$ cat src/sv/rmc_pkg.sv
`timescale 1ns / 1ps
// rmc_pkg: character codes, tag text and field numbering for the RMC extractor.
// No dependencies.
package rmc_pkg;

  localparam logic [7:0] CHAR_CR    = 8'd13;
  localparam logic [7:0] CHAR_LF    = 8'd10;
  localparam logic [7:0] CHAR_COMMA = 8'h2C;
  localparam logic [7:0] CHAR_SPACE = 8'h20;
  localparam logic [7:0] CHAR_TILDE = 8'h7E;

  // "$GPRMC", first character in the top byte
  localparam logic [47:0] TAG_TEXT = "$GPRMC";

  localparam int NUM_FIELDS  = 6;
  localparam int MAX_RESULTS = 37;

  // field codes on the output
  localparam logic [2:0] FIELD_LAT     = 3'd0;
  localparam logic [2:0] FIELD_LAT_HEM = 3'd1;
  localparam logic [2:0] FIELD_LON     = 3'd2;
  localparam logic [2:0] FIELD_LON_HEM = 3'd3;
  localparam logic [2:0] FIELD_SPEED   = 3'd4;
  localparam logic [2:0] FIELD_VALID   = 3'd5;
  localparam logic [2:0] FIELD_NONE    = 3'd6;

  // Tokens 2..7 are kept in slots 0..5; field order is tokens 3,4,5,6,7,2.
  function automatic logic [2:0] slot_of(input logic [2:0] fld);
    logic [2:0] s;
    s = (fld == FIELD_VALID) ? 3'd0 : fld + 3'd1;
    return s;
  endfunction

endpackage

$ cat src/sv/nmea_rmc_field_extractor_top.sv
`timescale 1ns / 1ps
// nmea_rmc_field_extractor_top: line store plus scan/emit sequencer for RMC sentences.
// Depends on rmc_pkg.
//
// Throughput: one byte word per cycle while a line is being collected.
// A CR/LF word starts a scan of the stored line, one memory read per byte over the
// single read port. If the tag was found, emit then tries each field code in a select
// step; per result it reads up to 4 bytes, then waits in the output handshake. No
// input word is taken during scan or emit.
// Reset: synchronous, clears the write position and the sequencer; the line store
// itself is not cleared and needs no clearing pass.
module nmea_rmc_field_extractor_top #(
  parameter int LINE_BYTES = 128
) (
  input  logic        clk,
  input  logic        rst,
  input  logic        s_axis_tvalid,
  output logic        s_axis_tready,
  input  logic [7:0]  s_axis_tdata,   // [7:0] rx_byte
  output logic        m_axis_tvalid,
  input  logic        m_axis_tready,
  output logic [39:0] m_axis_tdata,   // [31:0] field_chars, [34:32] char_count, rest zero
  output logic [3:0]  m_axis_tuser,   // [2:0] field_code, [3] field_end
  output logic        m_axis_tlast    // last
);
  import rmc_pkg::*;

  localparam int AW = $clog2(LINE_BYTES);
  localparam int PW = $clog2(LINE_BYTES + 1);
  localparam logic [PW-1:0] LINE_LEN = PW'(LINE_BYTES);

  typedef enum logic [2:0] {
    ST_IDLE,
    ST_SCAN,
    ST_SEL,
    ST_READ,
    ST_OUT
  } state_t;

  state_t state;

  // line store: written while collecting, read during scan and emit
  logic [7:0]    line_mem [LINE_BYTES];
  logic [7:0]    rd_data;
  logic [AW-1:0] rd_addr;

  logic [PW-1:0] wp;
  logic [PW-1:0] wp_eff;
  logic          in_fire;
  logic          is_term;
  logic          is_print;

  // scan state
  logic [PW-1:0] line_len;
  logic [PW-1:0] pos;
  logic          rd_vld;
  logic [PW-1:0] rd_idx;
  logic [39:0]   tag_sr;
  logic          tag_hit;
  logic          tag_now;
  logic          in_tok;
  logic [3:0]    tok_cnt;
  logic [PW-1:0] cur_start;
  logic [PW-1:0] tok_start [NUM_FIELDS];
  logic [PW-1:0] tok_end   [NUM_FIELDS];
  logic [NUM_FIELDS-1:0] tok_vld;
  logic          issue_scan;
  logic          scan_done;
  logic          close_now;
  logic [PW-1:0] close_end;
  logic          rec_en;
  logic [2:0]    rec_slot;

  // emit state
  logic [2:0]    fld;
  logic [2:0]    cur_slot;
  logic [PW-1:0] p;
  logic [PW-1:0] e;
  logic [2:0]    icnt;
  logic [2:0]    ccnt;
  logic [31:0]   chars;
  logic [5:0]    n_res;
  logic          issue_emit;
  logic [NUM_FIELDS-1:0] fld_present;
  logic          later_present;

  // output word
  logic [31:0]   out_chars;
  logic [2:0]    out_cnt;
  logic [2:0]    out_code;
  logic          out_fend;
  logic          out_last;

  assign s_axis_tready = (state == ST_IDLE);
  assign in_fire  = s_axis_tvalid && s_axis_tready;
  assign is_term  = (s_axis_tdata == CHAR_CR) || (s_axis_tdata == CHAR_LF);
  assign is_print = (s_axis_tdata >= CHAR_SPACE) && (s_axis_tdata <= CHAR_TILDE);
  // full store wraps before the byte is handled
  assign wp_eff   = (wp == LINE_LEN) ? '0 : wp;

  assign issue_scan = (state == ST_SCAN) && (pos != line_len);
  assign scan_done  = (state == ST_SCAN) && (pos == line_len) && !rd_vld;
  assign tag_now    = ({tag_sr, rd_data} == TAG_TEXT);

  // a token closes on a comma or at end of line
  assign close_now = (state == ST_SCAN) && in_tok &&
                     ((rd_vld && (rd_data == CHAR_COMMA)) || scan_done);
  assign close_end = rd_vld ? rd_idx : line_len;
  assign rec_en    = close_now && (tok_cnt >= 4'd2) && (tok_cnt <= 4'd7);
  assign rec_slot  = 3'(tok_cnt - 4'd2);

  assign cur_slot   = slot_of(fld);
  assign issue_emit = (state == ST_READ) && (icnt != 3'd4) && (p != e);

  // presence per field code; token 2 lands in the validity field
  assign fld_present = {tok_vld[0], tok_vld[NUM_FIELDS-1:1]};

  always_comb begin
    later_present = 1'b0;
    for (int g = 0; g < NUM_FIELDS; g++) begin
      if (fld_present[g] && (3'(g) > fld)) begin
        later_present = 1'b1;
      end
    end
  end

  assign rd_addr = (state == ST_READ) ? p[AW-1:0] : pos[AW-1:0];

  always_ff @(posedge clk) begin
    if (in_fire && is_print && !is_term) begin
      line_mem[wp_eff[AW-1:0]] <= s_axis_tdata;
    end
    rd_data <= line_mem[rd_addr];
  end

  always_ff @(posedge clk) begin
    if (rec_en) begin
      tok_start[rec_slot] <= cur_start;
      tok_end[rec_slot]   <= close_end;
    end
  end

  always_ff @(posedge clk) begin
    if (rst) begin
      state   <= ST_IDLE;
      wp      <= '0;
      rd_vld  <= 1'b0;
      tok_vld <= '0;
    end else begin
      if (rec_en) begin
        tok_vld[rec_slot] <= 1'b1;
      end
      case (state)
        ST_IDLE: begin
          if (in_fire) begin
            if (is_term) begin
              line_len <= wp_eff;
              wp       <= '0;
              pos      <= '0;
              tag_sr   <= '0;
              tag_hit  <= 1'b0;
              in_tok   <= 1'b0;
              tok_cnt  <= '0;
              tok_vld  <= '0;
              rd_vld   <= 1'b0;
              state    <= ST_SCAN;
            end else if (is_print) begin
              wp <= wp_eff + 1'b1;
            end
          end
        end
        ST_SCAN: begin
          rd_vld <= issue_scan;
          rd_idx <= pos;
          if (issue_scan) begin
            pos <= pos + 1'b1;
          end
          if (rd_vld) begin
            tag_sr <= {tag_sr[31:0], rd_data};
            if (tag_now) begin
              tag_hit <= 1'b1;
            end
            if (rd_data == CHAR_COMMA) begin
              if (in_tok) begin
                in_tok <= 1'b0;
                if (tok_cnt != 4'd8) begin
                  tok_cnt <= tok_cnt + 4'd1;
                end
              end
            end else if (!in_tok) begin
              in_tok    <= 1'b1;
              cur_start <= rd_idx;
            end
          end
          if (scan_done) begin
            in_tok <= 1'b0;
            fld    <= FIELD_LAT;
            n_res  <= '0;
            state  <= tag_hit ? ST_SEL : ST_IDLE;
          end
        end
        ST_SEL: begin
          if (fld == FIELD_NONE) begin
            state <= ST_IDLE;
          end else if (tok_vld[cur_slot]) begin
            p      <= tok_start[cur_slot];
            e      <= tok_end[cur_slot];
            icnt   <= '0;
            ccnt   <= '0;
            chars  <= '0;
            rd_vld <= 1'b0;
            state  <= ST_READ;
          end else begin
            fld <= fld + 3'd1;
          end
        end
        ST_READ: begin
          rd_vld <= issue_emit;
          if (issue_emit) begin
            p    <= p + 1'b1;
            icnt <= icnt + 3'd1;
          end
          if (rd_vld) begin
            chars[ccnt[1:0]*8 +: 8] <= rd_data;
            ccnt <= ccnt + 3'd1;
          end
          if (!issue_emit && !rd_vld) begin
            out_chars <= chars;
            out_cnt   <= ccnt;
            out_code  <= fld;
            out_fend  <= (p == e);
            out_last  <= (n_res == 6'(MAX_RESULTS - 1)) || ((p == e) && !later_present);
            n_res     <= n_res + 6'd1;
            state     <= ST_OUT;
          end
        end
        ST_OUT: begin
          if (m_axis_tready) begin
            if (out_last) begin
              state <= ST_IDLE;
            end else if (out_fend) begin
              fld   <= fld + 3'd1;
              state <= ST_SEL;
            end else begin
              icnt  <= '0;
              ccnt  <= '0;
              chars <= '0;
              state <= ST_READ;
            end
          end
        end
        default: begin
          state <= ST_IDLE;
        end
      endcase
    end
  end

  assign m_axis_tvalid = (state == ST_OUT);
  assign m_axis_tdata  = {5'd0, out_cnt, out_chars};
  assign m_axis_tuser  = {out_fend, out_code};
  assign m_axis_tlast  = out_last;

  // one line in flight: no input while a result word is pending
  a_one_at_a_time: assert property (@(posedge clk) disable iff (rst)
    m_axis_tvalid |-> !s_axis_tready)
    else $error("input taken while result pending");

  a_wp_range: assert property (@(posedge clk) disable iff (rst)
    wp <= LINE_LEN)
    else $error("write position beyond line store");

  a_count_range: assert property (@(posedge clk) disable iff (rst)
    m_axis_tvalid |-> (out_cnt >= 3'd1) && (out_cnt <= 3'd4) && (out_code < FIELD_NONE))
    else $error("bad result word");

  a_last_returns: assert property (@(posedge clk) disable iff (rst)
    m_axis_tvalid && m_axis_tready && m_axis_tlast |=> s_axis_tready)
    else $error("no return to idle after last word");

  a_result_limit: assert property (@(posedge clk) disable iff (rst)
    n_res == 6'(MAX_RESULTS) && m_axis_tvalid |-> m_axis_tlast)
    else $error("result limit passed without last");

endmodule
$ cat config.mk
export PLATFORM = sky130hd
export DESIGN_NAME = nmea_rmc_field_extractor_top
export DESIGN_NICKNAME = d
export VERILOG_FILES = /design/src/sv/rmc_pkg.sv /design/src/sv/nmea_rmc_field_extractor_top.sv
export SDC_FILE = /design/constraint.sdc
export NUM_CORES = 2
export LEC_CHECK = 0
export BUFFER_PORTS_ARGS = -buffer_cell sky130_fd_sc_hd__buf_2
export CAP_MARGIN = 15
export CORE_UTILIZATION = 30
export DETAILED_ROUTE_END_ITERATION = 7
export PLACE_DENSITY = 0.46
export SYNTH_ARGS = -nofsm -noshare
export SYNTH_HDL_FRONTEND = slang
export SYNTH_SLANG_ARGS = --single-unit
$ cat constraint.sdc
create_clock -name clk -period 11.9 [get_ports clk]
set_clock_uncertainty 0.05 [all_clocks]
set_input_delay 0.595 -clock clk [delete_from_list [all_inputs] [get_ports clk]]
set_output_delay 0.595 -clock clk [all_outputs]
set_load 0.1 [all_outputs]
# Yosys cells after proc, flatten, opt, wreduce, memory -nomap -nowiden
# Memories as Yosys holds them, arrays and structs flattened. A register that Yosys moved wholly into a read port is not among the register bits.
# Index checks and enable logic that the tools add are counted.
# W data, S select, Z words.
[word_totals]
register_bits = 191
mem_bits_rw = 1120
elab_cells = 244
n_memories = 3
[op_classes]
n_addsub = 10
n_lt_le_gt_ge = 13
eq_ne = 39
n_shift = 2
muxes = 93
bitwise_logic = 5
n_reduce_logical = 56
[memory_table]
columns = ["name", "depth", "width", "read_ports", "rd_clocked_by_memory_dff", "wr", "line", "source"]
rows = [
  ["line_mem", 128, 8, 1, 1, 1, "nmea_rmc_field_extractor_top.sv:43", "logic [7:0] line_mem [LINE_BYTES];"],
  ["tok_end", 6, 8, 1, 1, 1, "nmea_rmc_field_extractor_top.sv:65", "logic [PW-1:0] tok_end [NUM_FIELDS];"],
  ["tok_start", 6, 8, 1, 0, 1, "nmea_rmc_field_extractor_top.sv:64", "logic [PW-1:0] tok_start [NUM_FIELDS];"],
]
[op_table]
columns = ["op", "n"]
rows = [
  ["$mux W32", 6],
  ["$mux W40", 3],
  ["$pmux W32 S3", 1],
  ["$mux W8", 10],
  ["$pmux W40 S2", 1],
  ["$mux W3", 21],
  ["$eq A48 B46 Y1 const B", 1],
  ["$mux W6", 6],
  ["$neg A5 Y34", 1],
  ["$shift A8 B34 Y32 const A", 1],
  ["$shiftx A8 B34 Y32", 1],
  ["$bwmux W32", 1],
  ["$pmux W8 S2", 2],
  ["$reduce_and A8 Y1", 4],
  ["$reduce_and A5 Y1", 6],
  ["$pmux W3 S3", 3],
  ["$add A8 B1 Y8 const B", 3],
  ["$mux W4", 6],
  ["$ne A2 B2 Y1 const B", 12],
  ["$logic_and A1 B1 Y1", 23],
  ["$mux W1", 22],
  ["$eq A8 B4 Y1 const B", 2],
  ["$eq A8 B8 Y1", 2],
  ["$ne A8 B8 Y1", 2],
  ["other kinds (43)", 78],
]

# Logic depth before layout (Yosys ltp)
[logic_depth]
ltp_word = 11
depth_mapped = 12
depth_no_buf = 9

# Least setup slack after synthesis
# Ideal clock, no wire load.
[synth_path]
path_type = "reg-to-reg"
start = "reg state[1]"
end = "reg out_last (netlist: m_axis_tlast) (enable)"
arrival_ns = 4.350
required_ns = 11.355
setup_slack_ns = 7.004
path_stages_with_launch = 9
n_path_buf = 4
path_cell_list = "dfxtp_1 > buf_6 > nand3b_2 > buf_4 > buf_2 > buf_4 > a211o_1 > nor2b_1 > nor3b_1"
[synth_between]
elab_chain_len = 6
[synth_lines]
columns = ["item", "line", "source"]
rows = [
  ["from (decl)", "nmea_rmc_field_extractor_top.sv:40", "state_t state;"],
  ["from (signal assigned)", "nmea_rmc_field_extractor_top.sv:199", "state <= tag_hit ? ST_SEL : ST_IDLE;"],
  ["$eq A3 B2 Y1 (*)", "nmea_rmc_field_extractor_top.sv:113, nmea_rmc_field_extractor_top.sv:153", ""],
  ["$logic_and A1 B1 Y1 (2 in series)", "nmea_rmc_field_extractor_top.sv:113", "assign issue_emit = (state == ST_READ) && (icnt != 3'd4) && (p != e);"],
  ["$logic_not A1 Y1", "nmea_rmc_field_extractor_top.sv:227", "if (!issue_emit && !rd_vld) begin"],
  ["$logic_and A1 B1 Y1", "nmea_rmc_field_extractor_top.sv:227", ""],
  ["$reduce_and A3 Y1 (no source line) (*)", "--", ""],
  ["to (signal assigned)", "nmea_rmc_field_extractor_top.sv:232", "out_last <= (n_res == 6'(MAX_RESULTS - 1)) || ((p == e) && !later_present);"],
  ["to (decl)", "nmea_rmc_field_extractor_top.sv:92", "logic out_last;"],
]
# Every way passes the cells marked *; elsewhere a longest branch is shown, timed or not.
# A chain may end at the register's enable or synchronous reset.

# Worst setup path after layout
[layout_path]
start = "reg state[1]"
end = "reg rd_data[0] (read register of line_mem)"
[layout_between]
elab_chain_len = 2
[layout_lines]
columns = ["item", "line", "source"]
rows = [
  ["$eq A3 B2 Y1", "nmea_rmc_field_extractor_top.sv:127", "assign rd_addr = (state == ST_READ) ? p[AW-1:0] : pos[AW-1:0];"],
  ["$mux W7", "nmea_rmc_field_extractor_top.sv:127", ""],
  ["to (decl)", "nmea_rmc_field_extractor_top.sv:44", "logic [7:0] rd_data;"],
]
# No other way between the ends.

==> results.sh <==
export IMPL_min_period_ns=5.42
export IMPL_fillers=17200
export IMPL_gr_total_overflow=0
export IMPL_pwr_share_comb_pct=16.7
export IMPL_min_path_cells=1
export IMPL_firstDrtPassIters=5
export IMPL_max_slew_worst_pin_slew_ns=1.20
export IMPL_dp_hpwl_um=93500
export IMPL_cts_tree="yes"
export IMPL_path_max_fanout=53
export IMPL_antenna_found_initial=3
export IMPL_worst_path_largest_cell_delay_ns=0.87
export IMPL_synthTopCellsByCount="1301 x edfxtp_1, 336 x nand2_1, 270 x mux2i_1"
export IMPL_p_total_mw=11.7
export IMPL_synth_most_common_cell="edfxtp_1"
export IMPL_cts_buffers=149
export IMPL_final_area_mm2=0.0613
export IMPL_grt_max_degree=145
export IMPL_h_tree_depth=4
export IMPL_rsz0062_at_grt="no"
export IMPL_cp_end_kind="register"
export IMPL_swShare_pct=28.7
export IMPL_cp_slowest_cell="a2111oi_0"
export IMPL_layout_worst_path_cycle_share_pct=45.5
export IMPL_die_h_um=426
export IMPL_grt_pass1_wl_um=221000
export IMPL_finalSetupViolations=0
export IMPL_fp_dieW_um=426
export IMPL_drv_cap=0
export IMPL_grt_pass1_vias=29500
export IMPL_intPower_mw=8.33
export IMPL_area_growth_synth_to_final_pct=13.7
export IMPL_hold_viol=0
export IMPL_avgRoutedWirePerCell_um=25.9
export IMPL_hp_class="primary input to register"
export IMPL_worstSetupPathType="register to register"
export IMPL_ys_flop_type="edfxtp_1"
export IMPL_synth_edf_count=1301
export IMPL_avgSynthCellArea_um2=15.9
export IMPL_critPathLaunchType="register"
export IMPL_syn_cell_area_mm2=0.0539
export IMPL_num_io_pins=59
export IMPL_whs_ns=0.157
export IMPL_path_depth=10
export IMPL_ys_types=81
export IMPL_worst_path_most_repeated_cell="buf_4"
export IMPL_hold_buffers=0
export IMPL_portBuffers=53
export IMPL_max_slew_margin_rel_pct=19.4
export IMPL_finalCoreUtilization_pct=34.3
export IMPL_reg2reg_depth=10
export IMPL_yosysTopAreaCell="edfxtp_1"
export IMPL_pre_cts_ws_ns=6.54
export IMPL_cp_required_ns=12.50
export IMPL_p_sw_mw=3.36
export IMPL_cts_setup_buffers=0
export IMPL_layout_cells_non_filler=5979
export IMPL_power_frac_seq_pct=46.0
export IMPL_cp_arrival_ns=6.02
export IMPL_vias_per_cell=5.04
export IMPL_dpl_instance_area_mm2=0.0567
export IMPL_critPathTopFamily="buffers and inverters"
export IMPL_status="complete, no violations"
export IMPL_nNetsFinal=3535
export IMPL_final_layout_size_suffix_gt1_share_pct=13.6
export IMPL_crit_buf_inv=3
export IMPL_ys_seq_elements=1327
export IMPL_clockPowerShare_pct=37.3
export IMPL_core_area_mm2=0.178
export IMPL_yosysSeqAreaShare_pct=73.5
export IMPL_clock_sinks=1327
export IMPL_clk_pin_slew_ns=0.06
export IMPL_power_density_mw_per_mm2=191
export IMPL_cts_resized=0
export IMPL_routed_wl_um=155000
export IMPL_maxSlewViolCount=0
export IMPL_gp_congestion=0.824
export IMPL_setup_ws_ns=6.48
export IMPL_async_reset_ff_share_pct=0
export IMPL_die_area_mm2=0.181
export IMPL_leakagePower_nw=20.0
export IMPL_fmax_mhz=185
export IMPL_insertion_delay_ns=0.79
export IMPL_synth_top_area_share_pct=72.5
export IMPL_fin_tns_setup_ns=0
export IMPL_syn_inst=3399
export IMPL_dpl_cell_count=5705
export IMPL_drt_initial_drc_count=2716
export IMPL_rows=155
export IMPL_yosys_warnings=0
export IMPL_start_util_pct=30.2
export IMPL_postRouteAntennaNets=0
export IMPL_synthTopCellsByArea="edfxtp_1 72%, mux2i_1 5.0%, mux4_2 2.5%, nand2_1 2.3%, nor2_1 1.7%"
export IMPL_clockRootBuffer="clkbuf_16"
export IMPL_clockBufferDepth=3
export IMPL_cp_cell_sequence="and3b_1, buf_4, mux2_8, buf_4, buf_4, mux4_1, a22o_1, a2111oi_0, a31oi_1, nor4bb_1"
export IMPL_drc=0
export IMPL_vias=30200
export IMPL_ir_drop_mv=0.137
export IMPL_grt_usage_pct=16.9
-- final cells by class --
cell class | instances | area (um^2) | area share [%]
clock buffers | 196 | 4030 | 6.58
well taps | 2355 | 2950 | 4.81
repair buffers | 139 | 970 | 1.58
inverters | 62 | 233 | 0.380
clock inverters | 74 | 527 | 0.859
diodes | 2 | 5.00 | 0.00817
multi-input cells | 1824 | 13000 | 21.2
flip-flops and latches | 1327 | 39600 | 64.6
-- layout by cell type, fill, tap and decap left out, drive strengths merged, types with 7 or more instances in the layout --
master,Yosys,routed
nand3b,8,8
o22ai,35,35
nor3,17,17
and2,51,51
nor2,239,239
o22a,10,10
dfxtp,26,26
nand2,338,338
o221ai,33,33
nor4,26,26
nor2b,47,47
nand3,116,116
o211ai,12,12
xnor2,25,25
buf,123,138
mux2i,274,274
a211oi,100,100
a22oi,14,14
a21oi,79,79
ha,20,20
nand4,23,23
a311oi,8,8
o21a,11,11
xor2,11,11
clkbuf,67,197
nand2b,14,14
edfxtp,1301,1301
mux4,64,64
a32o,7,7
a221oi,12,12
o21ai,43,43
mux2,55,55
clkinv,0,61
inv,62,68
nor4b,8,8
a32oi,20,20
a31oi,41,41
-- worst paths after layout --
path	from	to	slack, ns
worst min register to register	chars[5]$_SDFFCE_PN0P_	out_chars[5]$_DFFE_PP_	0.39
worst max-delay path	state[1]$_SDFFE_PP0P_	rd_data[0]$_DFF_P_	6.48
worst min-delay path	s_axis_tdata[1]	line_mem[24][1]$_DFFE_PP_	0.16
worst max register to register	state[1]$_SDFFE_PP0P_	rd_data[0]$_DFF_P_	6.48
-- cell families (layout without fill, tap and decap cells) --
group	count (synthesis)	count (layout)	synth area share, %
muxes	393	393	9.00
other	1	7	0.00696
adders and majority gates	20	20	0.464
DFF	1327	1327	73.5
and+or+nand+nor	915	915	7.94
AOI/OAI and AO/OA	455	455	5.91
buffers and inverters	252	471	2.64
xor gates and xnor gates	36	36	0.585
-- per-layer routing --
metal  vias to the layer above  routed length (um)  part of all wire (%)  global-route usage [%]
li1                      13400                   -                     -                       -
met1                     15700               72400                    47                    24.4
met2                       852               70300                    45                    25.9
met3                       185                8330                   5.4                    2.98
met4                         2                3640                   2.4                    4.95
met5                         -                  20                 0.013                       0
-- power by group through the flow --
stage | clock network (mW) | registers (mW) | logic, mW
detailed placement | 0 | 5.48 | 1.96
global placement | 0 | 5.48 | 1.95
global route | 4.61 | 5.39 | 2.07
finish | 4.36 | 5.38 | 1.95
floorplan | 0 | 5.42 | 1.25
CTS | 4.44 | 5.39 | 1.96
-- registers in the layout (all words and copies together) (netlist names), 32 cells and up --
signal	cells
tag_sr	40
tok_start	48
tok_end	48
chars	32
out_chars	32
line_mem	1024
No activity file was read; power rests on OpenSTA's default activity.
